$ cat src/glyph_raster_to_serpentine_leds_unit_macros.svh
// Assertion shorthands for the block's modules; only the index unit uses them.
// Each expects signals named clk and arst_n in the using module.
`ifndef GLYPH_RASTER_TO_SERPENTINE_LEDS_UNIT_MACROS_SVH
`define GLYPH_RASTER_TO_SERPENTINE_LEDS_UNIT_MACROS_SVH

// Same-cycle implication.
`define GRS_ASSERT_IMP(label, ante, cons, msg) \
	label: assert property (@(posedge clk) disable iff (!arst_n) (ante) |-> (cons)) \
		else $error(msg);

// Next-cycle implication.
`define GRS_ASSERT_NXT(label, ante, cons, msg) \
	label: assert property (@(posedge clk) disable iff (!arst_n) (ante) |=> (cons)) \
		else $error(msg);

`endif

$ cat src/grs_pkg.sv
package grs_pkg;

	// Field widths of the input and result words
	localparam int X_W     = 10;
	localparam int Y_W     = 7;
	localparam int CODE_W  = 8;
	localparam int COLOR_W = 24;
	localparam int IDX_W   = 13;

	// Config port
	localparam int CFG_IDX_W  = 2;
	localparam int CFG_DATA_W = 8;
	localparam int ROWS_REG_W = 5;

	localparam logic [CFG_IDX_W-1:0] CFG_PANEL_WIDTH = 2'd0;
	localparam logic [CFG_IDX_W-1:0] CFG_TOP_ROWS    = 2'd1;
	localparam logic [CFG_IDX_W-1:0] CFG_MIDDLE_ROWS = 2'd2;
	localparam logic [CFG_IDX_W-1:0] CFG_BOTTOM_ROWS = 2'd3;

	localparam int PANEL_WIDTH_RST = 118;
	localparam int TOP_ROWS_RST    = 10;
	localparam int MIDDLE_ROWS_RST = 9;
	localparam int BOTTOM_ROWS_RST = 8;

	// Font geometry
	localparam int FIRST_CODE = 32;
	localparam int LAST_CODE  = 126;
	localparam int GLYPH_COLS = 5;
	localparam int GLYPH_ROWS = 7;
	localparam int GLYPH_W    = 40;

	// One scan step handed from the sequencer to the index unit
	typedef struct packed {
		logic               hit;
		logic               flush;
		logic [X_W-1:0]     ux;
		logic [Y_W-1:0]     uy;
		logic [COLOR_W-1:0] color;
	} step_t;

	// Status back from the index unit
	typedef struct packed {
		logic stall;
		logic drained;
	} emit_stat_t;

	// Glyph columns packed {c4,c3,c2,c1,c0}; bit col*8+row, row 0 on top
	function automatic logic [GLYPH_W-1:0] glyph_cols(input logic [6:0] ofs);
		logic [GLYPH_W-1:0] g;
		case (ofs)
			7'd0:  g = 40'h00_00_00_00_00;
			7'd1:  g = 40'h00_00_5f_00_00;
			7'd2:  g = 40'h00_07_00_07_00;
			7'd3:  g = 40'h14_7f_14_7f_14;
			7'd4:  g = 40'h12_2a_7f_2a_24;
			7'd5:  g = 40'h62_64_08_13_23;
			7'd6:  g = 40'h50_22_55_49_36;
			7'd7:  g = 40'h00_00_03_05_00;
			7'd8:  g = 40'h00_41_22_1c_00;
			7'd9:  g = 40'h00_1c_22_41_00;
			7'd10: g = 40'h14_08_3e_08_14;
			7'd11: g = 40'h08_08_3e_08_08;
			7'd12: g = 40'h00_00_30_50_00;
			7'd13: g = 40'h08_08_08_08_08;
			7'd14: g = 40'h00_00_60_60_00;
			7'd15: g = 40'h02_04_08_10_20;
			7'd16: g = 40'h3e_45_49_51_3e;
			7'd17: g = 40'h00_40_7f_42_00;
			7'd18: g = 40'h46_49_51_61_42;
			7'd19: g = 40'h31_4b_45_41_21;
			7'd20: g = 40'h10_7f_12_14_18;
			7'd21: g = 40'h39_45_45_45_27;
			7'd22: g = 40'h30_49_49_4a_3c;
			7'd23: g = 40'h03_05_09_71_01;
			7'd24: g = 40'h36_49_49_49_36;
			7'd25: g = 40'h1e_29_49_49_06;
			7'd26: g = 40'h00_00_36_36_00;
			7'd27: g = 40'h00_00_36_56_00;
			7'd28: g = 40'h00_41_22_14_08;
			7'd29: g = 40'h14_14_14_14_14;
			7'd30: g = 40'h08_14_22_41_00;
			7'd31: g = 40'h06_09_51_01_02;
			7'd32: g = 40'h3e_41_79_49_32;
			7'd33: g = 40'h7e_11_11_11_7e;
			7'd34: g = 40'h36_49_49_49_7f;
			7'd35: g = 40'h22_41_41_41_3e;
			7'd36: g = 40'h1c_22_41_41_7f;
			7'd37: g = 40'h41_49_49_49_7f;
			7'd38: g = 40'h01_09_09_09_7f;
			7'd39: g = 40'h7a_49_49_41_3e;
			7'd40: g = 40'h7f_08_08_08_7f;
			7'd41: g = 40'h00_41_7f_41_00;
			7'd42: g = 40'h01_3f_41_40_20;
			7'd43: g = 40'h41_22_14_08_7f;
			7'd44: g = 40'h40_40_40_40_7f;
			7'd45: g = 40'h7f_02_0c_02_7f;
			7'd46: g = 40'h7f_10_08_04_7f;
			7'd47: g = 40'h3e_41_41_41_3e;
			7'd48: g = 40'h06_09_09_09_7f;
			7'd49: g = 40'h5e_21_51_41_3e;
			7'd50: g = 40'h46_29_19_09_7f;
			7'd51: g = 40'h31_49_49_49_46;
			7'd52: g = 40'h01_01_7f_01_01;
			7'd53: g = 40'h3f_40_40_40_3f;
			7'd54: g = 40'h1f_20_40_20_1f;
			7'd55: g = 40'h3f_40_38_40_3f;
			7'd56: g = 40'h63_14_08_14_63;
			7'd57: g = 40'h07_08_70_08_07;
			7'd58: g = 40'h43_45_49_51_61;
			7'd59: g = 40'h00_41_41_7f_00;
			7'd60: g = 40'h20_10_08_04_02;
			7'd61: g = 40'h00_7f_41_41_00;
			7'd62: g = 40'h04_02_01_02_04;
			7'd63: g = 40'h40_40_40_40_40;
			7'd64: g = 40'h00_04_02_01_00;
			7'd65: g = 40'h78_54_54_54_20;
			7'd66: g = 40'h38_44_44_48_7f;
			7'd67: g = 40'h20_44_44_44_38;
			7'd68: g = 40'h7f_48_44_44_38;
			7'd69: g = 40'h18_54_54_54_38;
			7'd70: g = 40'h02_01_09_7e_08;
			7'd71: g = 40'h3e_52_52_52_0c;
			7'd72: g = 40'h78_04_04_08_7f;
			7'd73: g = 40'h00_40_7d_44_00;
			7'd74: g = 40'h00_3d_44_40_20;
			7'd75: g = 40'h00_44_28_10_7f;
			7'd76: g = 40'h00_40_7f_41_00;
			7'd77: g = 40'h78_04_18_04_7c;
			7'd78: g = 40'h78_04_04_08_7c;
			7'd79: g = 40'h38_44_44_44_38;
			7'd80: g = 40'h08_14_14_14_7c;
			7'd81: g = 40'h7c_18_14_14_08;
			7'd82: g = 40'h08_04_04_08_7c;
			7'd83: g = 40'h20_54_54_54_48;
			7'd84: g = 40'h20_40_44_3f_04;
			7'd85: g = 40'h7c_20_40_40_3c;
			7'd86: g = 40'h1c_20_40_20_1c;
			7'd87: g = 40'h3c_40_30_40_3c;
			7'd88: g = 40'h44_28_10_28_44;
			7'd89: g = 40'h3c_50_50_50_0c;
			7'd90: g = 40'h44_4c_54_64_44;
			7'd91: g = 40'h00_41_36_08_00;
			7'd92: g = 40'h00_00_7f_00_00;
			7'd93: g = 40'h00_08_36_41_00;
			7'd94: g = 40'h08_10_08_08_10;
			default: g = '0;
		endcase
		return g;
	endfunction

endpackage

$ cat src/grs_ifs.sv


// LED pixel result channel
interface grs_pix_if;
	logic                         valid;
	logic                         ready;
	logic [grs_pkg::IDX_W-1:0]    led_index;
	logic [grs_pkg::COLOR_W-1:0]  led_color;
	logic                         last_pixel;

	modport source(output valid, led_index, led_color, last_pixel, input ready);
	modport sink(input valid, led_index, led_color, last_pixel, output ready);
endinterface

$ cat src/grs_emit.sv
`include "glyph_raster_to_serpentine_leds_unit_macros.svh"

// Index unit: maps a visible pixel to its strip position and holds one
// pixel back so the final one can be flagged.
module grs_emit #(
	parameter int WW = 8,
	parameter int RW = 5
) (
	input  logic                    clk,
	input  logic                    arst_n,
	input  grs_pkg::step_t          step,
	input  logic [WW-1:0]           w,
	input  logic [RW-1:0]           r0,
	input  logic [RW-1:0]           r1,
	output grs_pkg::emit_stat_t     stat,
	grs_pix_if.source               pix
);

	localparam int EY = (RW + 2 > grs_pkg::Y_W) ? RW + 2 : grs_pkg::Y_W;
	localparam int LW = (WW + grs_pkg::Y_W + 1 > grs_pkg::IDX_W) ?
		WW + grs_pkg::Y_W + 1 : grs_pkg::IDX_W;

	logic [EY-1:0]                 uy_e;
	logic [EY-1:0]                 lim0;
	logic [EY-1:0]                 lim1;
	logic [EY-1:0]                 local_row;
	logic [WW-1:0]                 ux_w;
	logic [WW-1:0]                 serp;
	logic [LW-1:0]                 idx_full;

	logic                          held_v_q;
	logic [grs_pkg::IDX_W-1:0]     held_idx_q;
	logic [grs_pkg::COLOR_W-1:0]   held_color_q;
	logic                          out_v_q;
	logic [grs_pkg::IDX_W-1:0]     out_idx_q;
	logic [grs_pkg::COLOR_W-1:0]   out_color_q;
	logic                          out_last_q;

	logic                          out_free;
	logic                          take_new;
	logic                          push_mid;
	logic                          push_last;

	// Row within its panel; its parity sets the zigzag direction
	assign uy_e      = EY'(step.uy);
	assign lim0      = EY'(r0);
	assign lim1      = EY'(r0) + EY'(r1);
	assign local_row = (uy_e < lim0) ? uy_e :
	                   (uy_e < lim1) ? (uy_e - lim0) : (uy_e - lim1);
	assign ux_w      = WW'(step.ux);
	assign serp      = local_row[0] ? (w - WW'(1) - ux_w) : ux_w;

	// Panels chain back to back, so the strip position is w * row + offset
	assign idx_full  = LW'(w) * LW'(step.uy) + LW'(serp);

	// Handshake between scan, hold stage and output register
	assign out_free  = !out_v_q || pix.ready;
	assign take_new  = step.hit && (!held_v_q || out_free);
	assign push_mid  = step.hit && held_v_q && out_free;
	assign push_last = step.flush && held_v_q && out_free;

	assign stat.stall   = step.hit && held_v_q && !out_free;
	assign stat.drained = !held_v_q || out_free;

	// Hold stage valid
	always_ff @(posedge clk or negedge arst_n) begin
		if (!arst_n) begin
			held_v_q <= 1'b0;
		end else if (take_new) begin
			held_v_q <= 1'b1;
		end else if (push_last) begin
			held_v_q <= 1'b0;
		end
	end

	// Hold stage word
	always_ff @(posedge clk) begin
		if (take_new) begin
			held_idx_q   <= idx_full[grs_pkg::IDX_W-1:0];
			held_color_q <= step.color;
		end
	end

	// Output register valid
	always_ff @(posedge clk or negedge arst_n) begin
		if (!arst_n) begin
			out_v_q <= 1'b0;
		end else if (out_free) begin
			out_v_q <= push_mid || push_last;
		end
	end

	// Output register word
	always_ff @(posedge clk) begin
		if (push_mid || push_last) begin
			out_idx_q   <= held_idx_q;
			out_color_q <= held_color_q;
			out_last_q  <= push_last;
		end
	end

	assign pix.valid      = out_v_q;
	assign pix.led_index  = out_idx_q;
	assign pix.led_color  = out_color_q;
	assign pix.last_pixel = out_last_q;

	`GRS_ASSERT_NXT(a_stall_holds, stat.stall, held_v_q && $stable(held_idx_q),
		"held pixel changed during stall")
	`GRS_ASSERT_NXT(a_flush_flags_last, push_last,
		out_v_q && out_last_q && !held_v_q, "final pixel not flagged")
	`GRS_ASSERT_NXT(a_mid_not_last, push_mid,
		out_v_q && !out_last_q && held_v_q, "inner pixel flagged as last")
	`GRS_ASSERT_IMP(a_no_hit_in_flush, step.flush, !step.hit,
		"lit pixel seen after scan end")

endmodule

$ cat src/flat_wrapper.sv
// flat-port wrapper written by rule: the top's interface ports become plain ports
module grs_emit_flat 
#(
	parameter int WW = 8,
	parameter int RW = 5
)
  (clk, arst_n, step, w, r0, r1, stat, pix_valid, pix_led_index, pix_led_color, pix_last_pixel, pix_ready);
  grs_pix_if pix_i ();
  input  logic clk;
  input  logic arst_n;
  input  grs_pkg::step_t step;
  input  logic [WW-1:0] w;
  input  logic [RW-1:0] r0;
  input  logic [RW-1:0] r1;
  output grs_pkg::emit_stat_t stat;
  output wire logic [$bits(pix_i.valid)-1:0] pix_valid;
  output wire logic [$bits(pix_i.led_index)-1:0] pix_led_index;
  output wire logic [$bits(pix_i.led_color)-1:0] pix_led_color;
  output wire logic [$bits(pix_i.last_pixel)-1:0] pix_last_pixel;
  input wire logic [$bits(pix_i.ready)-1:0] pix_ready;
  assign pix_valid = pix_i.valid;
  assign pix_led_index = pix_i.led_index;
  assign pix_led_color = pix_i.led_color;
  assign pix_last_pixel = pix_i.last_pixel;
  assign pix_i.ready = pix_ready;
  grs_emit #(.WW(WW), .RW(RW)) u_core (.clk(clk), .arst_n(arst_n), .step(step), .w(w), .r0(r0), .r1(r1), .stat(stat), .pix(pix_i));
endmodule
$ cat config.mk
export PLATFORM = sky130hd
export DESIGN_NAME = grs_emit_flat
export DESIGN_NICKNAME = d
export VERILOG_FILES = /design/src/grs_pkg.sv /design/src/grs_ifs.sv /design/src/grs_emit.sv /design/src/flat_wrapper.sv
export VERILOG_INCLUDE_DIRS = /design/src /design/src/src
export SDC_FILE = /design/constraint.sdc
export NUM_CORES = 1
export LEC_CHECK = 0
export ABC_AREA = 1
export ABC_CLOCK_PERIOD_IN_PS = 8300
export BUFFER_PORTS_ARGS = -buffer_cell sky130_fd_sc_hd__clkbuf_2
export CAP_MARGIN = 25
export CORE_UTILIZATION = 52
export CTS_BUF_LIST = sky130_fd_sc_hd__clkbuf_8
export DETAILED_ROUTE_END_ITERATION = 8
export PLACE_DENSITY = 0.76
export SLEW_MARGIN = 20
export SYNTH_ARGS = -nofsm -noshare
export SYNTH_HDL_FRONTEND = slang
export SYNTH_SLANG_ARGS = --single-unit
$ cat constraint.sdc
create_clock -name clk -period 8.3 [get_ports clk]
set_input_delay 0 -clock clk [delete_from_list [all_inputs] [get_ports clk]]
set_output_delay 0 -clock clk [all_outputs]
set_load 0.02 [all_outputs]
# ---- Yosys cells after proc, flatten, opt, wreduce, memory -nomap -nowiden
# Cells that the tools add are included.
dict set report op_classes {
  reduce_logical 13
  multipliers 1
  mux 5
  magnitude_cmp 2
  n_addsub 6
}
# cell n
set op_table {}
lappend op_table {{$add 13x8->13} 1}
lappend op_table {{$mul 8x7->13} 1}
lappend op_table {{$mux 8} 1}
lappend op_table {{$sub 8x1->8 const B} 1}
lappend op_table {{$sub 8x8->8} 1}
lappend op_table {{$lt 7x5->1} 1}
lappend op_table {{$lt 7x6->1} 1}
lappend op_table {{$add 5x5->6} 1}
lappend op_table {{$logic_and 1x1->1} 6}
lappend op_table {{$mux 1} 4}
lappend op_table {{$logic_not 1->1} 3}
lappend op_table {{$logic_or 1x1->1} 3}
lappend op_table {{$reduce_bool 2->1} 1}
lappend op_table {{$sub 1x1->1} 2}
dict set report word_totals {
  wordCells 34
  register_bits 77
}

# ---- Depth between registers and ports, before layout
# Gate-level depths: netlist of the first run.
dict set report depth {
  depth_word 6
  ltp_mapped 32
  depth_no_buf 31
}

# ---- Worst setup path after synthesis of the first run
# Ideal clock, no wire load.
dict set report synth_path {
  path_type {input -> register}
  from {input r0[0]}
  to {register u_core.held_idx_q[10] in the netlist's numbering, data pin}
  arrival_time_ps 4550
  slack_ps 3490
  cell_stages 29
  n_path_buf 1
  cell_sequence {ha_1 inv_1 fa_1 o21ai_0 xnor2_1 ha_1 nand2_1 nand2_1 a21oi_2 nand2_1 nand2_2 nand3_2 nand2_2 nand2_4 buf_12 o21ai_2 fa_1 fa_1 inv_1 fa_1 inv_1 ha_1 nand2_1 nand3_1 a21oi_1 inv_1 nand3_1 nand2_1 xor2_1}
}
dict set report synth_via {
  elab_chain_len 6
  word_cells_on_any_way 9
  classes_between {4 x add/sub; 2 x order compare; 3 x mux}
}
# item line_no
set synth_rtl {}
lappend synth_rtl {{start, declared} flat_wrapper.sv:13} ;# input logic [RW-1:0] r0;
lappend synth_rtl {{$add 5x5->6} grs_emit.sv:47} ;# assign lim1 = EY'(r0) + EY'(r1);
lappend synth_rtl {{$lt 7x6->1 or $sub 1x1->1 (tied branches)} grs_emit.sv:49} ;# (uy_e < lim1) ? (uy_e - lim0) : (uy_e - lim1);
lappend synth_rtl {{$mux 1} grs_emit.sv:49}
lappend synth_rtl {{$mux 1 (*)} grs_emit.sv:48} ;# assign local_row = (uy_e < lim0) ? uy_e :
lappend synth_rtl {{$mux 8 (*)} grs_emit.sv:51} ;# assign serp = local_row[0] ? (w - WW'(1) - ux_w) : ux_w;
lappend synth_rtl {{$add 13x8->13 (*)} grs_emit.sv:54} ;# assign idx_full = LW'(w) * LW'(step.uy) + LW'(serp);
lappend synth_rtl {{via u_core.idx_full[10]} grs_emit.sv:29} ;# logic [LW-1:0] idx_full;
lappend synth_rtl {{end signal, assigned} grs_emit.sv:79} ;# held_idx_q <= idx_full[grs_pkg::IDX_W-1:0];
lappend synth_rtl {{end, declared} grs_emit.sv:32} ;# logic [grs_pkg::IDX_W-1:0] held_idx_q;
# The timed path passes the listed nets; every way through them passes the cells marked *.
# A chain may end at the register's enable or synchronous reset.

# ---- Worst setup path after layout of the first run
dict set report layout_path {
  from {input r0[0]}
  to {register u_core.held_idx_q[9] in the netlist's numbering, data pin}
}
# The elaborated chain is that of the path after synthesis.

==> out/summary.json, run 1 <==
{
  "grt_overflow": {"value": 0},
  "tritoncts": {"value": "done"},
  "outcome": {"value": "completed"},
  "post-route-drc-count": {"value": 0},
  "crit_path_frequent_cell": {"value": "sky130_fd_sc_hd__fa_1"},
  "wire_length_of_the_first_global_routing_pass": {"value": 16300, "unit": "um"},
  "max-cap-violations": {"value": 0},
  "final_cell_mix": {"value": "114 x sky130_fd_sc_hd__inv_1, 104 x sky130_fd_sc_hd__nand2_1, 102 x sky130_fd_sc_hd__clkbuf_2, 75 x sky130_fd_sc_hd__edfxtp_1, 49 x sky130_fd_sc_hd__ha_1"},
  "grt_util_all_layers": {"value": 20.4, "unit": "%"},
  "synth_seq_cells": {"value": 77},
  "numCtsBuffers": {"value": 9},
  "post_cts_buffers": {"value": 0},
  "clkLatencyLatePin": {"value": 330, "unit": "ps"},
  "first_iter_violations": {"value": 162},
  "starting_utilization_of_the_core_area": {"value": 53.6, "unit": "%"},
  "final-max-slew-violation-count": {"value": 0},
  "first_global_vias": {"value": 3780},
  "synth_cells": {"value": 491},
  "start_kind": {"value": "primary input"},
  "share_seq_of_total_power": {"value": 37.2, "unit": "%"},
  "design.core.area": {"value": 9730, "unit": "um2"},
  "grt_antenna_before_repair": {"value": 0},
  "final_min_period_over_clock_period": {"value": 60.6, "unit": "%"},
  "critPathMaxStageDelay": {"value": 540, "unit": "ps"},
  "clk_path_buf_depth": {"value": 2},
  "power.share.switching": {"value": 37.3, "unit": "%"},
  "ys_types": {"value": 29},
  "average_routed_wire_per_standard_cell": {"value": 12.8, "unit": "um"},
  "grt_max_degree": {"value": 38},
  "place.gp.congestion": {"value": 0.857},
  "syn2layout_area_growth": {"value": 21.9, "unit": "%"},
  "p_leak": {"value": 3.23, "unit": "nW"},
  "cp_capture_type": {"value": "register"},
  "worst_clock_skew": {"value": 8.20, "unit": "ps"},
  "leading_cell_type_in_the_layout_fill_and_taps_excluded": {"value": "sky130_fd_sc_hd__inv_1"},
  "routed_via_density": {"value": 4.84},
  "worst_ep_required_time": {"value": 8390, "unit": "ps"},
  "ctsResizeCount": {"value": 0},
  "placement.cell_area": {"value": 5870, "unit": "um2"},
  "cts-htree-levels": {"value": 3},
  "post_layout_min_period": {"value": 5030, "unit": "ps"},
  "worst_ep_arrival_time": {"value": 5120, "unit": "ps"},
  "drt_pass1_iterations": {"value": 4},
  "setup-violations-final": {"value": 0},
  "place.detailed.hpwl": {"value": 7690, "unit": "um"},
  "finalHoldViolations": {"value": 0},
  "place.port_buffers": {"value": 102},
  "syn-mean-instance-area": {"value": 10.6, "unit": "um2"},
  "total_internal_power": {"value": 0.971, "unit": "mW"},
  "critPathMaxFanout": {"value": 15},
  "final_antenna_net_count": {"value": 0},
  "clk_pin_slew_worst_paths": {"value": 80, "unit": "ps"},
  "setup_total_negative_slack": {"value": 0, "unit": "ps"},
  "layout.cell_area.non_filler": {"value": 6350, "unit": "um2"},
  "fillCellCount": {"value": 789},
  "final_util": {"value": 65.3, "unit": "%"},
  "criticalPathCategory": {"value": "in -> reg"},
  "ir_drop": {"value": 0.153, "unit": "mV"},
  "syn-cell-area": {"value": 5210, "unit": "um2"},
  "row_count": {"value": 36},
  "design.final.nets": {"value": 776},
  "die_w": {"value": 102, "unit": "um"},
  "timing.slew.headroom": {"value": 56.5, "unit": "%"},
  "synthesis.yosys.warnings": {"value": 0},
  "io-pin-count": {"value": 105},
  "numClockSinks": {"value": 77},
  "dr_total_vias": {"value": 3696},
  "storage_cell_area": {"value": 2300, "unit": "um2"},
  "hold_path.class": {"value": "in -> reg"},
  "root_buffer": {"value": "sky130_fd_sc_hd__clkbuf_8"},
  "rsz0062_at_grt": {"value": "no"},
  "die-area": {"value": 10400, "unit": "um2"},
  "cts-hold-fix-buffers": {"value": 29},
  "synth.net_count": {"value": 642},
  "yosysSeqAreaShare": {"value": 44.2, "unit": "%"},
  "overall_routed_net_length": {"value": 9790, "unit": "um"},
  "power_frac_clock": {"value": 17.5, "unit": "%"},
  "p_per_area": {"value": 244, "unit": "nW/um2"},
  "worst_path_max_delay_cell": {"value": "sky130_fd_sc_hd__fa_1"},
  "p_comb_share": {"value": 45.3, "unit": "%"},
  "setup_ws": {"value": 3270, "unit": "ps"},
  "area_occupied_by_multi_input_gates": {"value": 2430, "unit": "um2"},
  "die-height": {"value": 102, "unit": "um"},
  "preCtsSetupSlack": {"value": 2900, "unit": "ps"},
  "number_of_inserted_diodes": {"value": 0},
  "max_clock_freq": {"value": 0.199, "unit": "GHz"},
  "timing_worst_slew_pin_value": {"value": 652, "unit": "ps"},
  "total_switching_power": {"value": 0.578, "unit": "mW"},
  "drive_above_1_share": {"value": 21.7, "unit": "%"}
}
==> sequential cells by signal, summed over array words and instances, names as in the netlist <==
signal and cells:
u_core.pix.led_index 13, u_core.held_idx_q 13, u_core.pix.last_pixel 1, u_core.pix.led_color 24, u_core.held_v_q 1, u_core.held_color_q 24, u_core.pix.valid 1
==> worst max-delay path: cells and delay by family <==
kind,cells,cell delay [ps]
xor gates and xnor gates,2,230
adders and majority gates,7,2680
and+or+nand+nor,9,930
buffers and inverters,4,280
AOI/OAI and AO/OA,6,1010
==> logic make-up (layout without fill, tap and decap cells) <==
logic type	after synthesis	in the layout	synth area share, %
buffers and inverters	123	262	9.48
flip-flops	77	77	44.2
adder cells (fa/ha/maj)	87	87	26.3
XOR/XNOR	23	23	3.86
AO/OA/AOI/OAI	36	36	4.34
AND/OR/NAND/NOR	145	145	11.8
==> worst paths after layout <==
kind                                       from                       end  slack, ps  depth (start not counted)
max                                       r0[0]      u_core.held_idx_q[9]       3270                         28
min                                   pix_ready     u_core.pix.last_pixel         80                          3
max reg2reg                     u_core.held_v_q  u_core.pix.led_color[15]       6680                          3
min reg2reg                u_core.held_idx_q[3]   u_core.pix.led_index[3]        420                          0
max in group asynchronous                arst_n          u_core.pix.valid       7660                          3
min in group asynchronous                arst_n           u_core.held_v_q        520                          3
==> layer usage <==
metal | part of all wire [%] | GRT usage, %
met3 | 4.2 | 2.67
met5 | 0 | 0
met4 | 1.3 | 5.71
met2 | 55 | 40.4
met1 | 40 | 22.5
==> metrics by stage <==
step | std cells | total power, mW | hold slack, ps
after floorplan | 491 | 1.10 | -296
after global placement | 717 | 1.23 | -214
after detailed placement | 718 | 1.28 | -213
after CTS | 763 | 1.56 | 56.0
after global routing | 763 | 1.68 | 110
final | 763 | 1.55 | 82.2
==> area by class of cell <==
type | instances | area share, %
clock buffers | 9 | 1.95
clock inverters | 7 | 1.16
inverters | 113 | 6.67
multi-input cells | 291 | 38.2
flip-flops and latches | 77 | 36.2
well taps | 133 | 2.62
repair buffers | 133 | 13.2
==> power by group through the flow <==
stage               combinational (mW)  sequential, mW  clock (mW)
detailed placement               0.692           0.586           0
floorplan                        0.477           0.625           0
CTS                              0.708           0.576       0.279
finish                           0.702           0.577       0.271
global placement                 0.654           0.579           0
global route                     0.805           0.584       0.293
==> cells in the mapped netlist (all sizes together) <==
library cell | n | area [um2]
clkbuf | 6 | 22.5
nor2 | 10 | 37.5
nand4 | 4 | 31.3
xnor2 | 12 | 105
or2 | 2 | 12.5
a21oi | 18 | 93.8
a31oi | 2 | 12.5
xor2 | 11 | 96.3
buf | 4 | 47.5
a21o | 4 | 30.0
ha | 49 | 613
fa | 38 | 761
nand2 | 111 | 439
dfrtp | 2 | 50.1
nor3 | 2 | 10.0
o21ai | 11 | 81.3
nand3 | 16 | 85.1
inv | 113 | 424
o2111ai | 1 | 8.76
edfxtp | 75 | 2250
(Power assumes the default switching activity.)
==> inputs of run 2 (changes only) <==
- ABC_AREA: 1 -> 0
- ABC_CLOCK_PERIOD_IN_PS: 8300 -> 4300
- PLACE_DENSITY: 0.76 -> 0.79
- clock period: 8.3 -> 4.3 ns (I/O delays scaled with it)
==> run 2 against run 1 <==
Compared with the run above: the run now ends with negative setup slack left; combinational power increased to 3.1 times the previous value; synthesized area decreased by 2.1%; global-route usage increased by 5.6 points; worst hold slack got worse by 41 ps; first-iteration DRC count decreased by 25%; clock skew increased by 15 ps; setup slack got worse by 4100 ps; synthesized cell count decreased by 14%; largest cell class unchanged; highest routed layer unchanged.
==> out/summary.json, run 2 <==
{
  "outcome": {"value": "finished, violations left"},
  "violations": {"value": "negative setup slack"},
  "numCtsBuffers": {"value": 9, "change": "unchanged"},
  "yosys.cell_count.top_type": {"value": "sky130_fd_sc_hd__edfxtp_1"},
  "start_kind": {"value": "primary input"},
  "ir_drop": {"value": 0.351, "unit": "mV", "change": "+130%"},
  "worst_ep_required_time": {"value": 4400, "unit": "ps", "change": "-3990 ps"},
  "design.core.area": {"value": 9370, "unit": "um2", "change": "-3.7%"},
  "rsz0062_at_grt": {"value": "yes"},
  "finalHoldViolations": {"value": 0, "change": "unchanged"},
  "dr_total_vias": {"value": 3956, "change": "+7.0%"},
  "post_synth_most_frequent_cells": {"value": "75 x sky130_fd_sc_hd__edfxtp_1, 72 x sky130_fd_sc_hd__inv_1, 49 x sky130_fd_sc_hd__ha_1"},
  "number_of_inserted_diodes": {"value": 0, "change": "unchanged"},
  "r2r_cells": {"value": 4, "change": "+1"},
  "setup_ws": {"value": -879, "unit": "ps", "change": "-4150 ps"},
  "ys_types": {"value": 41, "change": "+41%"},
  "clk_path_buf_depth": {"value": 2, "change": "unchanged"},
  "fin_total_pwr": {"value": 3.92, "unit": "mW", "change": "+150%"},
  "place.port_buffers": {"value": 102, "change": "unchanged"},
  "leading_cell_type_in_the_layout_fill_and_taps_excluded": {"value": "sky130_fd_sc_hd__clkbuf_2"},
  "worst_clock_skew": {"value": 23.0, "unit": "ps", "change": "+14.8 ps"},
  "die-height": {"value": 101, "unit": "um", "change": "-1.0%"},
  "max_clock_freq": {"value": 0.193, "unit": "GHz"},
  "clk_pin_slew_worst_paths": {"value": 80, "unit": "ps", "change": "about the same"},
  "yosysSeqAreaShare": {"value": 45.1, "unit": "%", "change": "+0.94 points"},
  "drt_pass1_iterations": {"value": 4, "change": "unchanged"},
  "synth_largest_area_cell": {"value": "sky130_fd_sc_hd__edfxtp_1"},
  "synthesis.yosys.warnings": {"value": 0, "change": "unchanged"},
  "final_cell_mix": {"value": "100 x sky130_fd_sc_hd__clkbuf_2, 75 x sky130_fd_sc_hd__edfxtp_1, 60 x sky130_fd_sc_hd__buf_4, 56 x sky130_fd_sc_hd__inv_1, 43 x sky130_fd_sc_hd__nand2_1"},
  "syn2layout_area_growth": {"value": 38.8, "unit": "%"},
  "io-pin-count": {"value": 105, "change": "unchanged"},
  "routed_via_density": {"value": 5.20, "change": "+7.3%"},
  "post-route-drc-count": {"value": 0, "change": "unchanged"},
  "worst_ep_arrival_time": {"value": 5280, "unit": "ps", "change": "+160 ps"},
  "grt_util_all_layers": {"value": 26.0, "unit": "%", "change": "+5.6 points"},
  "design.final.nets": {"value": 778, "change": "+0.26%"},
  "clkLatencyLatePin": {"value": 360, "unit": "ps", "change": "+30 ps"},
  "cts-htree-levels": {"value": 3, "change": "unchanged"},
  "numClockSinks": {"value": 77, "change": "unchanged"},
  "timing_worst_slew_pin_value": {"value": 485, "unit": "ps", "change": "-167 ps"},
  "drive_above_1_share": {"value": 38.9, "unit": "%", "change": "+17 points"},
  "synth_seq_cells": {"value": 77, "change": "unchanged"},
  "fin_cells": {"value": 761, "change": "-0.26%"},
  "first_global_vias": {"value": 4270, "change": "+13%"},
  "count_of_flip_flops_with_a_built_in_enable_after_synthesis": {"value": 75, "change": "unchanged"},
  "fillCellCount": {"value": 574, "change": "-27%"},
  "row_count": {"value": 35, "change": "-2.8%"},
  "first_iter_violations": {"value": 122, "change": "-25%"},
  "grt_antenna_before_repair": {"value": 0, "change": "unchanged"},
  "final_min_period_over_clock_period": {"value": 120, "unit": "%"},
  "yosys.area.top_type_share": {"value": 44.1, "unit": "%", "change": "+0.92 points"},
  "synth_cells": {"value": 421, "change": "-14%"},
  "starting_utilization_of_the_core_area": {"value": 54.5, "unit": "%", "change": "+0.88 points"},
  "tritoncts": {"value": "done"},
  "wire_length_of_the_first_global_routing_pass": {"value": 19900, "unit": "um", "change": "+22%"},
  "regToRegSetupSlack": {"value": 2690, "unit": "ps", "change": "-3990 ps"},
  "ys_dominant_reg_cell": {"value": "sky130_fd_sc_hd__edfxtp_1"},
  "final-max-slew-violation-count": {"value": 0, "change": "unchanged"},
  "overall_routed_net_length": {"value": 13000, "unit": "um", "change": "+33%"},
  "setup-violations-final": {"value": 10, "change": "+10"},
  "grt_max_degree": {"value": 40, "change": "+5.3%"},
  "critPathMaxFanout": {"value": 3, "change": "-12"},
  "average_routed_wire_per_standard_cell": {"value": 17.1, "unit": "um", "change": "+33%"},
  "crit-reg2reg-capture": {"value": "u_core.held_idx_q[5]"},
  "p_per_area": {"value": 553, "unit": "nW/um2", "change": "+130%"},
  "timing.critical_path.from": {"value": "r1[0]"},
  "root_buffer": {"value": "sky130_fd_sc_hd__clkbuf_8"},
  "dp_cells": {"value": 708, "change": "-1.4%"},
  "post_layout_min_period": {"value": 5180, "unit": "ps"},
  "reg2reg_from": {"value": "u_core.pix.valid"},
  "hold_path.class": {"value": "in -> reg"},
  "synth.net_count": {"value": 572, "change": "-11%"},
  "final_antenna_net_count": {"value": 0, "change": "unchanged"},
  "syn-mean-instance-area": {"value": 12.1, "unit": "um2", "change": "+14%"},
  "syn-cell-area": {"value": 5100, "unit": "um2", "change": "-2.1%"},
  "area_occupied_by_multi_input_gates": {"value": 2760, "unit": "um2", "change": "+13%"},
  "worst_setup_path_endpoint": {"value": "u_core.held_idx_q[11]"},
  "final_util": {"value": 75.6, "unit": "%", "change": "+10 points"},
  "synth-async-reset-ratio": {"value": 2.60, "unit": "%", "change": "unchanged"},
  "die-area": {"value": 10200, "unit": "um2", "change": "-2.0%"},
  "max-cap-violations": {"value": 0, "change": "unchanged"},
  "place.detailed.hpwl": {"value": 8280, "unit": "um", "change": "+7.6%"},
  "criticalPathCategory": {"value": "in -> reg"},
  "cp_capture_type": {"value": "register"},
  "storage_cell_area": {"value": 2300, "unit": "um2", "change": "unchanged"},
  "place.gp.congestion": {"value": 0.836, "change": "-2.5%"},
  "yosys-top-cells-area": {"value": "sky130_fd_sc_hd__edfxtp_1 44%, sky130_fd_sc_hd__fa_1 15%, sky130_fd_sc_hd__ha_1 12%"},
  "grt_overflow": {"value": 0, "change": "unchanged"},
  "p_leak": {"value": 3.31, "unit": "nW", "change": "+2.6%"},
  "die_w": {"value": 101, "unit": "um", "change": "-1.0%"},
  "timing.slew.headroom": {"value": 67.7, "unit": "%", "change": "+11 points"}
}
-- run 2: cell types whose count changed in the layout (fill, tap and decap cells not counted), moves of 5 or more --
cell                      previous run  this run
sky130_fd_sc_hd__nand3_1            15         4
sky130_fd_sc_hd__buf_4               1        60
sky130_fd_sc_hd__ha_4                0         9
sky130_fd_sc_hd__nand2_2             6         1
sky130_fd_sc_hd__and2_1              0        21
sky130_fd_sc_hd__inv_2               0        15
sky130_fd_sc_hd__xor2_1             11         5
sky130_fd_sc_hd__a21oi_1            16         6
sky130_fd_sc_hd__buf_6               0         9
sky130_fd_sc_hd__a21o_1              4         9
sky130_fd_sc_hd__inv_1             114        56
sky130_fd_sc_hd__ha_1               49        40
sky130_fd_sc_hd__nand2_1           104        43
-- run 2: cell type report --
type / instances / share of cell area (%)
Multi-Input combinational cell: 268 / 38.9
Sequential cell: 77 / 32.5
Timing Repair Buffer: 199 / 19.4
Inverter: 72 / 3.85
Tap cell: 129 / 2.28
Clock buffer: 9 / 1.75
Clock inverter: 7 / 1.39
-- run 2: metrics by stage --
| step | TNS, ps | setup WS (ps) | hold slack [ps] | area, um2 |
|---|---|---|---|---|
| 2_1_floorplan | -5440 | -866 | -296 | 5190 |
| 6_report | -5990 | -879 | 40.7 | 7090 |
| 4_1_cts | -4730 | -741 | 30.7 | 6960 |
| 3_3_place_gp | -8300 | -1080 | -215 | 6310 |
| 3_5_place_dp | -9600 | -1220 | -211 | 6310 |
| 5_1_grt | -7510 | -1050 | 12.1 | 7090 |
-- run 2: timing repair --
item / CTS / global route
hold buffers: 27 / 0
setup endpoints to repair: 10 / 10
buffers inserted: 8 / 3
pin swaps: 39 / 25
hold endpoints to repair: 27 / 0
gates resized for setup: 25 / 30
-- run 2: logic make-up (layout without fill, tap and decap cells) --
family / after synthesis / count (layout) / share of synthesized area (%)
compound gates: 58 / 58 / 7.79
xor+xnor: 21 / 21 / 3.97
fa+ha+maj: 87 / 87 / 26.9
buf+inv: 76 / 287 / 5.61
flops: 77 / 77 / 45.1
mux: 7 / 7 / 1.67
simple gates: 95 / 95 / 8.95
-- run 2: how the worst min path moves through the flow --
| stage | cells past startpoint | start | end | slack, ps |
|---|---|---|---|---|
| 2_1_floorplan | 0 | arst_n | u_core.held_v_q | -300 |
| 3_3_place_gp | 1 | arst_n | u_core.pix.valid | -210 |
| 3_5_place_dp | 1 | arst_n | u_core.held_v_q | -210 |
| 4_1_cts | 2 | step[41] | u_core.pix.last_pixel | 30 |
| 5_1_grt | 3 | step[41] | u_core.held_v_q | 10 |
| 6_report | 3 | step[41] | u_core.held_v_q | 40 |
-- run 2: per-layer routing --
layer	global-route usage, %	vias to the layer above	part of all wire, %	routed length (um)
met5	0	-	0	0
met4	9.36	0	2.2	286
met3	5.83	24	6.5	840
met2	50.9	168	55	7080
met1	26.6	1930	37	4780
li1	-	1834	-	-
-- run 2: where the power goes --
group	internal (mW)	switching, mW	leakage, nW
sequential	1.05	0.0469	0.743
combinational	1.09	1.11	2.46
clock	0.330	0.293	0.110
-- run 2: critical path: stages --
cell	delay (ps)
sky130_fd_sc_hd__buf_8	100
sky130_fd_sc_hd__ha_4	150
sky130_fd_sc_hd__buf_4	120
sky130_fd_sc_hd__buf_4	120
sky130_fd_sc_hd__a21o_1	170
sky130_fd_sc_hd__a21oi_1	240
sky130_fd_sc_hd__buf_4	160
sky130_fd_sc_hd__xnor2_1	70
sky130_fd_sc_hd__ha_1	200
sky130_fd_sc_hd__a21o_1	210
sky130_fd_sc_hd__a211oi_2	200
sky130_fd_sc_hd__o211ai_1	190
sky130_fd_sc_hd__and2_4	220
sky130_fd_sc_hd__nor3_1	180
sky130_fd_sc_hd__o311ai_2	140
sky130_fd_sc_hd__fa_1	570
sky130_fd_sc_hd__inv_2	50
sky130_fd_sc_hd__fa_2	380
sky130_fd_sc_hd__inv_2	70
sky130_fd_sc_hd__fa_1	430
sky130_fd_sc_hd__ha_4	270
sky130_fd_sc_hd__a21o_1	230
sky130_fd_sc_hd__o32a_1	330
sky130_fd_sc_hd__a31o_2	270
sky130_fd_sc_hd__a21oi_2	140
sky130_fd_sc_hd__xnor2_1	90
==> inputs of run 3 (changes only) <==
- CORE_UTILIZATION: 52 -> 40
- PLACE_DENSITY: 0.79 -> not set
==> run 3 against run 2 <==
Compared with the run above: the run still ends with negative setup slack left; register-to-register slack lost 230 ps; sequential share of layout area shrank 0.43 points; clock power shrank 2%; combinational power is essentially flat; cell area grew 1.3%; non-clock buffer count grew 3; sequential power is essentially flat; die area grew 29%; clock-buffer cell count is the same; via count shrank 6.0%; clock skew shrank 16 ps; largest cell class unchanged.
==> out/summary.json, run 3 (synthesized netlist as in run 2, its figures left out) <==
{
  "io-pin-count": {"value": 105, "change": "unchanged"},
  "route.layer.met1.wl": {"value": 4340, "unit": "um", "change": "-9.2%"},
  "worst_ep_arrival_time": {"value": 5260, "unit": "ps", "change": "-20 ps"},
  "numCtsBuffers": {"value": 9, "change": "unchanged"},
  "criticalPathCategory": {"value": "in -> reg"},
  "root_buffer": {"value": "sky130_fd_sc_hd__clkbuf_8"},
  "die-height": {"value": 115, "unit": "um", "change": "+14%"},
  "drt_pass1_iterations": {"value": 4, "change": "unchanged"},
  "fin_cells": {"value": 803, "change": "+5.5%"},
  "layout.cell_area.non_filler": {"value": 7180, "unit": "um2", "change": "+1.3%"},
  "routed_via_density": {"value": 4.63, "change": "-11%"},
  "clk_path_buf_depth": {"value": 2, "change": "unchanged"},
  "grt_util_all_layers": {"value": 17.2, "unit": "%", "change": "-8.8 points"},
  "worst_ep_required_time": {"value": 4390, "unit": "ps", "change": "about the same"},
  "finalHoldViolations": {"value": 0, "change": "unchanged"},
  "leading_cell_type_in_the_layout_fill_and_taps_excluded": {"value": "sky130_fd_sc_hd__clkbuf_2"},
  "place.detailed.hpwl": {"value": 8000, "unit": "um", "change": "-3.4%"},
  "worst_clock_skew": {"value": 6.63, "unit": "ps", "change": "-16.4 ps"},
  "number_of_inserted_diodes": {"value": 0, "change": "unchanged"},
  "design.final.nets": {"value": 781, "change": "+0.39%"},
  "design.core.area": {"value": 12200, "unit": "um2", "change": "+30%"},
  "clkLatencyLatePin": {"value": 340, "unit": "ps", "change": "-20 ps"},
  "post_layout_min_period": {"value": 5160, "unit": "ps", "change": "-14.4 ps"},
  "final_min_period_over_clock_period": {"value": 120, "unit": "%", "change": "-0.33 points"},
  "place.port_buffers": {"value": 102, "change": "unchanged"},
  "setup_total_negative_slack": {"value": -5880, "unit": "ps", "change": "+106 ps"},
  "dp_cells": {"value": 745, "change": "+5.2%"},
  "clk_pin_slew_worst_paths": {"value": 70, "unit": "ps", "change": "about the same"},
  "first_global_vias": {"value": 4065, "change": "-4.8%"},
  "grt_overflow": {"value": 0, "change": "unchanged"},
  "whs": {"value": 106, "unit": "ps", "change": "+64.9 ps"},
  "grt_antenna_before_repair": {"value": 0, "change": "unchanged"},
  "setup-violations-final": {"value": 10, "change": "unchanged"},
  "tritoncts": {"value": "done"},
  "critPathMaxFanout": {"value": 4, "change": "+1"},
  "preCtsSetupSlack": {"value": -1230, "unit": "ps", "change": "-10.8 ps"},
  "p_leak": {"value": 3.36, "unit": "nW", "change": "+1.3%"},
  "overall_routed_net_length": {"value": 10600, "unit": "um", "change": "-18%"},
  "routed-wl-met2": {"value": 5530, "unit": "um", "change": "-22%"},
  "hold_path.class": {"value": "in -> reg"},
  "first_iter_violations": {"value": 122, "change": "unchanged"},
  "area_occupied_by_multi_input_gates": {"value": 2770, "unit": "um2", "change": "+0.54%"},
  "place.gp.congestion": {"value": 0.828, "change": "-0.93%"},
  "starting_utilization_of_the_core_area": {"value": 41.8, "unit": "%", "change": "-13 points"},
  "max-cap-violations": {"value": 0, "change": "unchanged"},
  "die-area": {"value": 13200, "unit": "um2", "change": "+29%"},
  "die_w": {"value": 115, "unit": "um", "change": "+14%"},
  "outcome": {"value": "finished, violations left"},
  "cp_capture_type": {"value": "register"},
  "drive_above_1_share": {"value": 37.6, "unit": "%", "change": "-1.3 points"},
  "ir_drop": {"value": 0.293, "unit": "mV", "change": "-16%"},
  "violations": {"value": "negative setup slack"},
  "final_antenna_net_count": {"value": 0, "change": "unchanged"},
  "average_routed_wire_per_standard_cell": {"value": 13.2, "unit": "um", "change": "-23%"},
  "wire_length_of_the_first_global_routing_pass": {"value": 17700, "unit": "um", "change": "-11%"},
  "storage_cell_area": {"value": 2300, "unit": "um2", "change": "unchanged"},
  "final_cell_mix": {"value": "100 x sky130_fd_sc_hd__clkbuf_2, 75 x sky130_fd_sc_hd__edfxtp_1, 63 x sky130_fd_sc_hd__inv_1, 61 x sky130_fd_sc_hd__buf_4, 42 x sky130_fd_sc_hd__nand2_1"},
  "syn2layout_area_growth": {"value": 40.7, "unit": "%"},
  "max_clock_freq": {"value": 0.194, "unit": "GHz", "change": "+0.28%"},
  "final-max-slew-violation-count": {"value": 0, "change": "unchanged"},
  "met3RoutedLength": {"value": 513, "unit": "um", "change": "-39%"},
  "timing_worst_slew_pin_value": {"value": 862, "unit": "ps", "change": "+378 ps"},
  "dr_total_vias": {"value": 3717, "change": "-6.0%"},
  "timing.slew.headroom": {"value": 42.5, "unit": "%", "change": "-25 points"},
  "grt_max_degree": {"value": 38, "change": "-5.0%"},
  "start_kind": {"value": "primary input"},
  "highest_layer": {"value": "met4"},
  "p_per_area": {"value": 539, "unit": "nW/um2", "change": "-2.6%"},
  "cts-htree-levels": {"value": 3, "change": "unchanged"},
  "setup_ws": {"value": -865, "unit": "ps", "change": "+14.4 ps"},
  "row_count": {"value": 40, "change": "+14%"},
  "placement.cell_area": {"value": 6340, "unit": "um2", "change": "+0.56%"},
  "fillCellCount": {"value": 1032, "change": "+80%"},
  "rsz0062_at_grt": {"value": "yes"},
  "post-route-drc-count": {"value": 0, "change": "unchanged"},
  "numClockSinks": {"value": 77, "change": "unchanged"}
}
[run 3: cell count changes in the layout (fill, tap and decap cells not counted), sizes merged]
cell         delta
inv             +1
dlygate4sd3     +2
bufinv          +1
clkinvlp        -1
clkinv          -1
buf             +1
[run 3: repair_timing]
action / 4_1_cts / 5_1_grt
endpoints found under the hold margin: 28 / 0
pin swaps: 35 / 21
hold buffers: 29 / 0
gates resized for setup: 25 / 23
endpoints found under the setup margin: 10 / 10
setup buffers: 10 / 5
[run 3: layout make-up]
class | instances | share of cell area, %
multi-input cells | 268 | 38.6
repair buffers | 202 | 19.4
clock buffers | 9 | 1.72
flip-flops and latches | 77 | 32.1
inverters | 72 | 3.80
clock inverters | 7 | 1.48
well taps | 168 | 2.93
[run 3: final timing paths]
path | cells after the start | to | from | slack [ps]
max | 26 | u_core.held_idx_q[11] | r0[0] | -860
min | 3 | u_core.pix.valid | pix_ready | 110
max reg2reg | 3 | u_core.pix.led_color[12] | u_core.pix.valid | 2460
min reg2reg | 0 | u_core.pix.led_index[11] | u_core.held_idx_q[11] | 420
max in group asynchronous | 3 | u_core.held_v_q | arst_n | 3670
min in group asynchronous | 3 | u_core.pix.valid | arst_n | 510
[run 3: worst max-delay path, cell delays in order]
cell,delay (ps)
sky130_fd_sc_hd__buf_8,80
sky130_fd_sc_hd__ha_4,130
sky130_fd_sc_hd__inv_2,30
sky130_fd_sc_hd__fa_2,330
sky130_fd_sc_hd__inv_1,60
sky130_fd_sc_hd__a21o_1,120
sky130_fd_sc_hd__a21oi_2,50
sky130_fd_sc_hd__xor2_1,160
sky130_fd_sc_hd__ha_1,320
sky130_fd_sc_hd__a21o_1,190
sky130_fd_sc_hd__a211oi_2,180
sky130_fd_sc_hd__o211ai_1,190
sky130_fd_sc_hd__a21oi_4,250
sky130_fd_sc_hd__xnor2_4,150
sky130_fd_sc_hd__buf_6,140
sky130_fd_sc_hd__mux2_4,300
sky130_fd_sc_hd__fa_1,460
sky130_fd_sc_hd__fa_1,490
sky130_fd_sc_hd__inv_1,50
sky130_fd_sc_hd__fa_1,480
sky130_fd_sc_hd__inv_2,40
sky130_fd_sc_hd__ha_4,220
sky130_fd_sc_hd__o32a_1,380
sky130_fd_sc_hd__a31o_2,220
sky130_fd_sc_hd__a21oi_2,150
sky130_fd_sc_hd__xnor2_1,80
[run 3: metrics by stage]
stage / utilization, % / total power [mW]
2_1_floorplan: - / 2.23
3_3_place_gp: 51.9 / 2.73
3_5_place_dp: 51.9 / 2.77
4_1_cts: 57.6 / 3.66
5_1_grt: 58.8 / 4.17
6_report: 58.8 / 3.87
[run 3: metal layers]
metal	up-vias	global-route usage, %
met5	-	0
met4	0	7.27
met3	18	2.90
met2	104	32.5
met1	1756	18.8
li1	1839	-
[run 3: where the power goes]
part	switching [mW]	total, mW	internal, mW
Combinational	1.04	2.18	1.14
Clock	0.233	0.611	0.378
Sequential	0.0325	1.08	1.05
